**src/rtl/dnsa_pkg.sv**
```systemverilog
package dnsa_pkg;

  localparam int unsigned MaxReplyBytesDef = 512;

  localparam int unsigned ByteW = 8;
  localparam int unsigned CountW = 16;
  localparam int unsigned FieldW = 4;
  localparam int unsigned AddrW = 32;

  // header byte positions
  localparam int unsigned PosQdcountHi = 4;
  localparam int unsigned PosQdcountLo = 5;
  localparam int unsigned PosAncountHi = 6;
  localparam int unsigned PosAncountLo = 7;
  localparam int unsigned PosHeaderEnd = 11;

  localparam logic [ByteW-1:0] PtrMask = 8'hC0;
  localparam logic [CountW-1:0] QtailLen = 16'd4;
  localparam logic [CountW-1:0] TypeA = 16'd1;
  localparam logic [CountW-1:0] Ipv4Len = 16'd4;

  // fixed part of an answer record: type, class, ttl, rdlength
  localparam logic [FieldW-1:0] FiTypeHi = 4'd0;
  localparam logic [FieldW-1:0] FiTypeLo = 4'd1;
  localparam logic [FieldW-1:0] FiRdlenHi = 4'd8;
  localparam logic [FieldW-1:0] FiRdlenLo = 4'd9;
  localparam logic [FieldW-1:0] FiAddrLast = 4'd3;

  typedef enum logic [7:0] {
    PH_HEADER = 8'b0000_0001,
    PH_QNAME  = 8'b0000_0010,
    PH_QTAIL  = 8'b0000_0100,
    PH_LABEL  = 8'b0000_1000,
    PH_ANAME  = 8'b0001_0000,
    PH_AFIXED = 8'b0010_0000,
    PH_RDATA  = 8'b0100_0000,
    PH_DONE   = 8'b1000_0000
  } phase_e;

  typedef struct packed {
    logic [ByteW-1:0] data_byte;
    logic             last_byte;
  } in_word_t;

  typedef struct packed {
    logic             found;
    logic [AddrW-1:0] address;
  } out_word_t;

  typedef struct packed {
    logic     valid;
    in_word_t word;
  } stage_t;

endpackage

```
**src/rtl/dnsa_in_reg.sv**
```systemverilog
module dnsa_in_reg
  import dnsa_pkg::*;
(
  input  logic     clk_i,
  input  logic     rst_ni,
  input  logic     in_valid_i,
  input  in_word_t in_word_i,
  output logic     in_stall_o,
  input  logic     take_i,
  output stage_t   stage_o
);

  logic     valid_q, valid_d;
  in_word_t word_q, word_d;

  assign in_stall_o = valid_q && !take_i;

  always_comb begin
    valid_d = valid_q;
    word_d  = word_q;
    if (!in_stall_o) begin
      valid_d = in_valid_i;
      word_d  = in_word_i;
    end
  end

  always_ff @(posedge clk_i or negedge rst_ni) begin
    if (!rst_ni) begin
      valid_q <= 1'b0;
    end else begin
      valid_q <= valid_d;
    end
  end

  always_ff @(posedge clk_i) begin
    word_q <= word_d;
  end

  assign stage_o.valid = valid_q;
  assign stage_o.word  = word_q;

endmodule

```
**src/rtl/dnsa_parser.sv**
```systemverilog
module dnsa_parser
  import dnsa_pkg::*;
#(
  parameter int unsigned MAX_REPLY_BYTES = MaxReplyBytesDef
) (
  input  logic      clk_i,
  input  logic      rst_ni,
  input  stage_t    stage_i,
  input  logic      take_i,
  output out_word_t result_o
);

  localparam int unsigned PosW = $clog2(MAX_REPLY_BYTES + 1);
  localparam logic [PosW-1:0] PosMax = PosW'(MAX_REPLY_BYTES);

  logic [PosW-1:0]   pos_q, pos_d;
  phase_e            phase_q, phase_d;
  logic [CountW-1:0] qleft_q, qleft_d;
  logic [CountW-1:0] aleft_q, aleft_d;
  logic [CountW-1:0] skip_q, skip_d;
  logic [FieldW-1:0] fidx_q, fidx_d;
  logic [CountW-1:0] rtype_q, rtype_d;
  logic [CountW-1:0] rdlen_q, rdlen_d;
  logic [AddrW-1:0]  acc_q, acc_d;
  logic              found_q, found_d;
  logic [AddrW-1:0]  faddr_q, faddr_d;

  logic [ByteW-1:0]  c;
  logic [CountW-1:0] skip_dec, qleft_dec, aleft_dec, rdlen_new;
  logic [AddrW-1:0]  acc_new;
  logic              name_end, a_match;

  assign c         = stage_i.word.data_byte;
  assign skip_dec  = skip_q - 16'd1;
  assign qleft_dec = qleft_q - 16'd1;
  assign aleft_dec = aleft_q - 16'd1;
  assign rdlen_new = {rdlen_q[CountW-1:ByteW], c};
  assign acc_new   = acc_q | ({24'h0, c} << {fidx_q[1:0], 3'b000});
  assign name_end  = (c == 8'h00) || ((c & PtrMask) == PtrMask);
  assign a_match   = (rtype_q == TypeA) && (rdlen_q == Ipv4Len);

  always_comb begin
    pos_d   = pos_q;
    phase_d = phase_q;
    qleft_d = qleft_q;
    aleft_d = aleft_q;
    skip_d  = skip_q;
    fidx_d  = fidx_q;
    rtype_d = rtype_q;
    rdlen_d = rdlen_q;
    acc_d   = acc_q;
    found_d = found_q;
    faddr_d = faddr_q;
    if (pos_q < PosMax) begin
      pos_d = pos_q + 1'b1;
      unique case (phase_q)
        PH_HEADER: begin
          if (pos_q == PosW'(PosQdcountHi)) begin
            qleft_d = {c, 8'h00};
          end else if (pos_q == PosW'(PosQdcountLo)) begin
            qleft_d = {qleft_q[CountW-1:ByteW], c};
          end else if (pos_q == PosW'(PosAncountHi)) begin
            aleft_d = {c, 8'h00};
          end else if (pos_q == PosW'(PosAncountLo)) begin
            aleft_d = {aleft_q[CountW-1:ByteW], c};
          end else if (pos_q == PosW'(PosHeaderEnd)) begin
            if (aleft_q == '0) begin
              phase_d = PH_DONE;
            end else begin
              phase_d = (qleft_q != '0) ? PH_QNAME : PH_ANAME;
            end
          end
        end
        PH_QNAME, PH_ANAME: begin
          if (name_end) begin
            if (qleft_q != '0) begin
              phase_d = PH_QTAIL;
              skip_d  = QtailLen + {15'd0, c != 8'h00};
            end else begin
              phase_d = PH_AFIXED;
              skip_d  = {15'd0, c != 8'h00};
              fidx_d  = '0;
            end
          end else begin
            phase_d = PH_LABEL;
            skip_d  = {8'h00, c};
          end
        end
        PH_LABEL: begin
          skip_d = skip_dec;
          if (skip_dec == '0) begin
            phase_d = (qleft_q != '0) ? PH_QNAME : PH_ANAME;
          end
        end
        PH_QTAIL: begin
          skip_d = skip_dec;
          if (skip_dec == '0) begin
            qleft_d = qleft_dec;
            phase_d = (qleft_dec == '0) ? PH_ANAME : PH_QNAME;
          end
        end
        PH_AFIXED: begin
          if (skip_q != '0) begin
            skip_d = skip_dec;
          end else begin
            if (fidx_q == FiTypeHi) begin
              rtype_d = {c, 8'h00};
            end else if (fidx_q == FiTypeLo) begin
              rtype_d = {rtype_q[CountW-1:ByteW], c};
            end else if (fidx_q == FiRdlenHi) begin
              rdlen_d = {c, 8'h00};
            end else if (fidx_q == FiRdlenLo) begin
              rdlen_d = rdlen_new;
            end
            if (fidx_q == FiRdlenLo) begin
              fidx_d = '0;
              if ((rtype_q == TypeA) && (rdlen_new == Ipv4Len)) begin
                acc_d   = '0;
                phase_d = PH_RDATA;
              end else if (rdlen_new == '0) begin
                aleft_d = aleft_dec;
                phase_d = (aleft_dec == '0) ? PH_DONE : PH_ANAME;
              end else begin
                skip_d  = rdlen_new;
                phase_d = PH_RDATA;
              end
            end else begin
              fidx_d = fidx_q + 1'b1;
            end
          end
        end
        PH_RDATA: begin
          if (a_match) begin
            acc_d = acc_new;
            if (fidx_q >= FiAddrLast) begin
              found_d = 1'b1;
              faddr_d = acc_new;
              phase_d = PH_DONE;
            end else begin
              fidx_d = fidx_q + 1'b1;
            end
          end else begin
            skip_d = skip_dec;
            if (skip_dec == '0) begin
              aleft_d = aleft_dec;
              phase_d = (aleft_dec == '0) ? PH_DONE : PH_ANAME;
            end
          end
        end
        PH_DONE: begin
        end
        default: begin
        end
      endcase
    end
  end

  assign result_o.found   = found_d;
  assign result_o.address = found_d ? faddr_d : '0;

  always_ff @(posedge clk_i or negedge rst_ni) begin
    if (!rst_ni) begin
      pos_q   <= '0;
      phase_q <= PH_HEADER;
      qleft_q <= '0;
      aleft_q <= '0;
      skip_q  <= '0;
      fidx_q  <= '0;
      rtype_q <= '0;
      rdlen_q <= '0;
      acc_q   <= '0;
      found_q <= 1'b0;
      faddr_q <= '0;
    end else if (take_i) begin
      if (stage_i.word.last_byte) begin
        pos_q   <= '0;
        phase_q <= PH_HEADER;
        qleft_q <= '0;
        aleft_q <= '0;
        skip_q  <= '0;
        fidx_q  <= '0;
        rtype_q <= '0;
        rdlen_q <= '0;
        acc_q   <= '0;
        found_q <= 1'b0;
        faddr_q <= '0;
      end else begin
        pos_q   <= pos_d;
        phase_q <= phase_d;
        qleft_q <= qleft_d;
        aleft_q <= aleft_d;
        skip_q  <= skip_d;
        fidx_q  <= fidx_d;
        rtype_q <= rtype_d;
        rdlen_q <= rdlen_d;
        acc_q   <= acc_d;
        found_q <= found_d;
        faddr_q <= faddr_d;
      end
    end
  end

endmodule

```
**src/rtl/dnsa_out_reg.sv**
```systemverilog
module dnsa_out_reg
  import dnsa_pkg::*;
(
  input  logic      clk_i,
  input  logic      rst_ni,
  input  logic      load_i,
  input  out_word_t result_i,
  output logic      free_o,
  output logic      out_valid_o,
  output out_word_t out_word_o,
  input  logic      out_stall_i
);

  logic      valid_q, valid_d;
  out_word_t word_q, word_d;

  assign free_o = !valid_q || !out_stall_i;

  always_comb begin
    valid_d = valid_q && out_stall_i;
    word_d  = word_q;
    if (load_i) begin
      valid_d = 1'b1;
      word_d  = result_i;
    end
  end

  always_ff @(posedge clk_i or negedge rst_ni) begin
    if (!rst_ni) begin
      valid_q <= 1'b0;
    end else begin
      valid_q <= valid_d;
    end
  end

  always_ff @(posedge clk_i) begin
    word_q <= word_d;
  end

  assign out_valid_o = valid_q;
  assign out_word_o  = word_q;

endmodule

```
**src/rtl/dns_a_record_extractor.sv**
```systemverilog
// DNS reply parser that returns the first IPv4 A record. Feed the reply one
// byte per word with last_byte on its final byte; exactly one result word
// follows each reply: found, and the address with the first data byte in
// bits 7:0 (zero when not found). Each result passes through an input
// register and a result register. A byte is taken every cycle, except
// that a waiting last byte holds the input side while the result register
// is full and stalled; nothing else holds it. Bytes beyond MAX_REPLY_BYTES
// are ignored apart from their last_byte mark.
module dns_a_record_extractor
  import dnsa_pkg::*;
#(
  parameter int unsigned MAX_REPLY_BYTES = MaxReplyBytesDef
) (
  input  logic      clk_i,
  input  logic      rst_ni,
  input  logic      in_valid_i,
  input  in_word_t  in_word_i,
  output logic      in_stall_o,
  output logic      out_valid_o,
  output out_word_t out_word_o,
  input  logic      out_stall_i
);

  stage_t    stage;
  out_word_t result;
  logic      take, out_free;

  // hold a last byte until the result register can take its result
  assign take = stage.valid && (!stage.word.last_byte || out_free);

  dnsa_in_reg u_in_reg (
    .clk_i      (clk_i),
    .rst_ni     (rst_ni),
    .in_valid_i (in_valid_i),
    .in_word_i  (in_word_i),
    .in_stall_o (in_stall_o),
    .take_i     (take),
    .stage_o    (stage)
  );

  dnsa_parser #(
    .MAX_REPLY_BYTES (MAX_REPLY_BYTES)
  ) u_parser (
    .clk_i    (clk_i),
    .rst_ni   (rst_ni),
    .stage_i  (stage),
    .take_i   (take),
    .result_o (result)
  );

  dnsa_out_reg u_out_reg (
    .clk_i       (clk_i),
    .rst_ni      (rst_ni),
    .load_i      (take && stage.word.last_byte),
    .result_i    (result),
    .free_o      (out_free),
    .out_valid_o (out_valid_o),
    .out_word_o  (out_word_o),
    .out_stall_i (out_stall_i)
  );

endmodule

```
**config.mk**
```make
export PLATFORM = sky130hd
export DESIGN_NAME = dns_a_record_extractor
export DESIGN_NICKNAME = d
export VERILOG_FILES = /design/src/rtl/dnsa_pkg.sv /design/src/rtl/dnsa_in_reg.sv /design/src/rtl/dnsa_parser.sv /design/src/rtl/dnsa_out_reg.sv /design/src/rtl/dns_a_record_extractor.sv
export SDC_FILE = /design/constraint.sdc
export NUM_CORES = 1
export LEC_CHECK = 0
export ABC_AREA = 1
export BUFFER_PORTS_ARGS = -buffer_cell sky130_fd_sc_hd__buf_4
export CAP_MARGIN = 10
export CORE_MARGIN = 1
export CORE_UTILIZATION = 54
export DETAILED_ROUTE_END_ITERATION = 8
export MAX_ROUTING_LAYER = met4
export PLACE_DENSITY = 0.74
export SETUP_SLACK_MARGIN = 0.02
export SYNTH_ARGS = -nofsm -noshare
export SYNTH_HDL_FRONTEND = slang
export SYNTH_SLANG_ARGS = --single-unit
```
**constraint.sdc**
```tcl
create_clock -name clk_i -period 4.5 [get_ports clk_i]
set_clock_uncertainty 0.2 [all_clocks]
set_input_delay 0.9 -clock clk_i [delete_from_list [all_inputs] [get_ports clk_i]]
set_output_delay 0.9 -clock clk_i [all_outputs]
set_load 0.05 [all_outputs]
```
==> flow_summary.ini <==
[critical_path]
crit_top_cell = sky130_fd_sc_hd__nand3_1
timing.critical_path.from_type = flip-flop
timing.critical_path.to_type = flip-flop
setup.worst_path.class = flip-flop to flip-flop
cp_max_fo = 36
r2r_start = u_parser.fidx_q[1]$_DFFE_PN0P_
data_required_time_at_the_worst_endpoint_ps = 4700
critical_path.max_stage_delay_ps = 720
worst_ep_arrival_time_ps = 3630
worst-r2r-setup-slack_ps = 1060
r2r.worst_path.cells = 10
cp_slowest_cell = sky130_fd_sc_hd__dfrtp_1
critical_path_cell_by_cell = inv_1 -> ha_1 -> nand3_1 -> nand3_1 -> nand3_2 -> nor2_1 -> nand2_2 -> inv_2 -> nand3_1 -> o21ai_0
critical_path_buf_inv_count = 2
worstReg2RegEnd = u_parser.acc_q[31]$_DFFE_PN0P_
critPathTopFamily = simple AND/OR/NAND/NOR gates

[global_route]
global_route.overflow_total = 0
grt_antenna_before_repair = 3
grt_pass1_vias = 10320
largest_net_degree_at_the_start_of_global_routing = 74
global_route.usage.total = 0.2879
grt_pass1_wl_um = 52580

[final_layout]
finish.net_count = 1678
post_synthesis_to_final_layout_area_growth_pct = 11.24
post_route_cells_drive_above_1_share = 0.1181
final_instance_area_um2 = 13680
fill_cells = 1951

[sta]
grt_setup_unrepaired = no
setup_tns_ps = 0
fmax_mhz = 290.9
timing_max_transition_violations_final = 0
post-route-min-period_ps = 3437
worst_slew_pin_slew_ps = 1095
timing.slew.headroom = 0.2694
hold_viol_final = 0
setup-violations-final = 0
layout_worst_path_cycle_share = 0.7638

[logic_synthesis]
synth_top_cells_by_count = sky130_fd_sc_hd__nand2_1 (405), sky130_fd_sc_hd__inv_1 (191), sky130_fd_sc_hd__nor2_1 (177)
syn-instance-count = 1618
post-synth-top-area-cell = sky130_fd_sc_hd__dfrtp_1
syn_area_per_cell_um2 = 7.598
post_synth_instance_area_um2 = 12290
ys_async_sr_fraction = 0.8009
synth-main-ff-cell = sky130_fd_sc_hd__dfrtp_1
post_synth_top_area_share = 0.3419
synthesis.yosys.warnings = 0
synth.area.top_cells = sky130_fd_sc_hd__dfrtp_1 (34%), sky130_fd_sc_hd__nand2_1 (12%), sky130_fd_sc_hd__edfxtp_1 (10%)
post-synth-top-count-cell = sky130_fd_sc_hd__nand2_1
synth-seq-cells = 211
synth_edf_count = 42
synth.yosys.seq_area_share = 0.4467
synth_cell_types = 57
postSynthNetCount = 1645

[drt]
route.vias.total = 11200
wl_per_cell_um = 16.58
detail_route.first_pass.iterations = 6
drt-vias-per-instance = 5.741
wirelength_um = 32360
drc_errors = 0
drt_iter0_markers = 1024
antenna_left = 0

[clocking]
clock_insertion_delay_worst_skew_ps = 530
cts_buffers = 23
clock-sinks = 211
ctsHoldBuffers = 0
clockBufferDepth = 3
ctsRootBufferMaster = sky130_fd_sc_hd__clkbuf_16
cts_setup_buffers = 0
cts_resized = 0
tritoncts_clock_tree = done
clkSlewWorstSetupHoldPaths_ps = 60
h-tree-depth = 1

[pwr]
p_per_cell_area_nw_per_um2 = 511.8
power.leakage_nw = 6.265
ir_drop_uv = 343.2

[floorplanning]
placement_rows = 54
starting_density_of_the_core = 0.5565
io_pins = 48
die_width_um = 152.9
fp.dieH_um = 152.9
core_area_um2 = 22090
floorplan.die_area_um2 = 23380

[outcome]
run_status = complete, no violations

[placed_design]
hpwlAfterDp_um = 22610
placement.io_buffers = 47
gpl.final_weighted_congestion = 0.9880
placed_area_um2 = 12820

[job]
max-cap-violations = 0

[min_path]
hold_class = primary input to async pin
## registers in the layout (all words and copies together) (netlist names)
signal	cells
u_out_reg.out_word_o	33
u_parser.acc_q	32
u_parser.faddr_q	32
u_parser.aleft_q	16
u_parser.qleft_q	16
u_parser.rdlen_q	16
u_parser.rtype_q	16
u_parser.skip_q	16
u_parser.pos_q	10
u_in_reg.stage_o	9
u_parser.phase_q	8
u_parser.fidx_q	4
u_in_reg.valid_q	1
u_out_reg.out_valid_o	1
u_parser.found_q	1
## through the flow
stage	hold slack, ps	utilization	setup WS (ps)	total power, W	cells
floorplan	241.9	-	1607	0.004287	1618
global placement	257.4	0.5804	1033	0.004815	1906
detailed placement	264.1	0.5804	936.2	0.004870	1906
CTS	228.0	0.6186	1072	0.006984	1948
global route	260.1	0.6190	749.9	0.007417	1951
finish	210.7	0.6190	1063	0.007000	1951
## worst max path at each step
stage | startpoint | cells past startpoint | end
final | u_parser.fidx_q[1]$_DFFE_PN0P_ | 10 | u_parser.acc_q[31]$_DFFE_PN0P_
after floorplan | u_in_reg.stage_o[0]$_DFFE_PN_ | 5 | in_stall_o
after global routing | u_parser.fidx_q[1]$_DFFE_PN0P_ | 10 | u_parser.acc_q[30]$_DFFE_PN0P_
after CTS | u_parser.fidx_q[1]$_DFFE_PN0P_ | 10 | u_parser.acc_q[2]$_DFFE_PN0P_
after detailed placement | out_stall_i | 11 | u_parser.aleft_q[3]$_DFFE_PN0P_
after global placement | out_stall_i | 11 | u_parser.aleft_q[1]$_DFFE_PN0P_
## cells by family (layout without fill, tap and decap cells)
group,count (synthesis),count (layout),synth area share
and+or+nand+nor,809,809,0.2935
adders and majority gates,14,14,0.01425
other,0,3,0
DFF,211,211,0.4467
xor gates and xnor gates,7,7,0.004987
buffers and inverters,259,309,0.08874
AOI/OAI and AO/OA,318,318,0.1518
## placed cells by master, fill, tap and decap left out, types with 4 or more instances in the layout
master,synthesis,final
sky130_fd_sc_hd__bufinv_16,0,5
sky130_fd_sc_hd__inv_2,9,9
sky130_fd_sc_hd__nand3_2,4,4
sky130_fd_sc_hd__nand3_1,121,121
sky130_fd_sc_hd__nor3_1,14,14
sky130_fd_sc_hd__nor2_4,5,5
sky130_fd_sc_hd__nor2_1,177,177
sky130_fd_sc_hd__nand2_1,405,405
sky130_fd_sc_hd__o21bai_1,11,11
sky130_fd_sc_hd__o21ai_0,115,115
sky130_fd_sc_hd__o211ai_1,4,4
sky130_fd_sc_hd__buf_4,6,62
sky130_fd_sc_hd__o31ai_1,15,15
sky130_fd_sc_hd__nand2_2,9,9
sky130_fd_sc_hd__xor2_1,6,6
sky130_fd_sc_hd__edfxtp_1,42,42
sky130_fd_sc_hd__inv_1,191,191
sky130_fd_sc_hd__nor2_2,18,18
sky130_fd_sc_hd__nand2_4,5,5
sky130_fd_sc_hd__ha_1,14,14
sky130_fd_sc_hd__o22ai_1,14,14
sky130_fd_sc_hd__nand4_1,26,26
sky130_fd_sc_hd__o21ai_1,85,85
sky130_fd_sc_hd__dfrtp_1,168,168
sky130_fd_sc_hd__nand3b_1,6,6
sky130_fd_sc_hd__clkbuf_16,0,23
sky130_fd_sc_hd__o21ai_2,25,25
sky130_fd_sc_hd__a21oi_1,25,25
sky130_fd_sc_hd__a22oi_1,5,5
## report_power, final
group | switching (W) | internal (W) | total (W)
combinational | 0.00177 | 0.000760 | 0.00253
sequential | 0.000189 | 0.00217 | 0.00236
clock | 0.000823 | 0.00129 | 0.00211
total | 0.00278 | 0.00422 | 0.00700
## final cells by class
cell class,count,area [um2],area share
repair buffers,64,496.7,0.03632
inverters,203,764.5,0.05590
clock inverters,13,216.5,0.01583
well taps,280,350.3,0.02562
flip-flops and latches,211,5492,0.4016
diodes,3,7.507,0.0005489
multi-input cells,1148,5720,0.4183
clock buffers,29,628.1,0.04593
## per-layer routing
metal	part of all wire	wire, um	track usage
met5	0	0	-
met2	0.45	14510	0.4419
met1	0.45	14440	0.3952
met4	0.031	1009	0.09380
met3	0.074	2396	0.03998
Power figures use the tool's default switching activity.
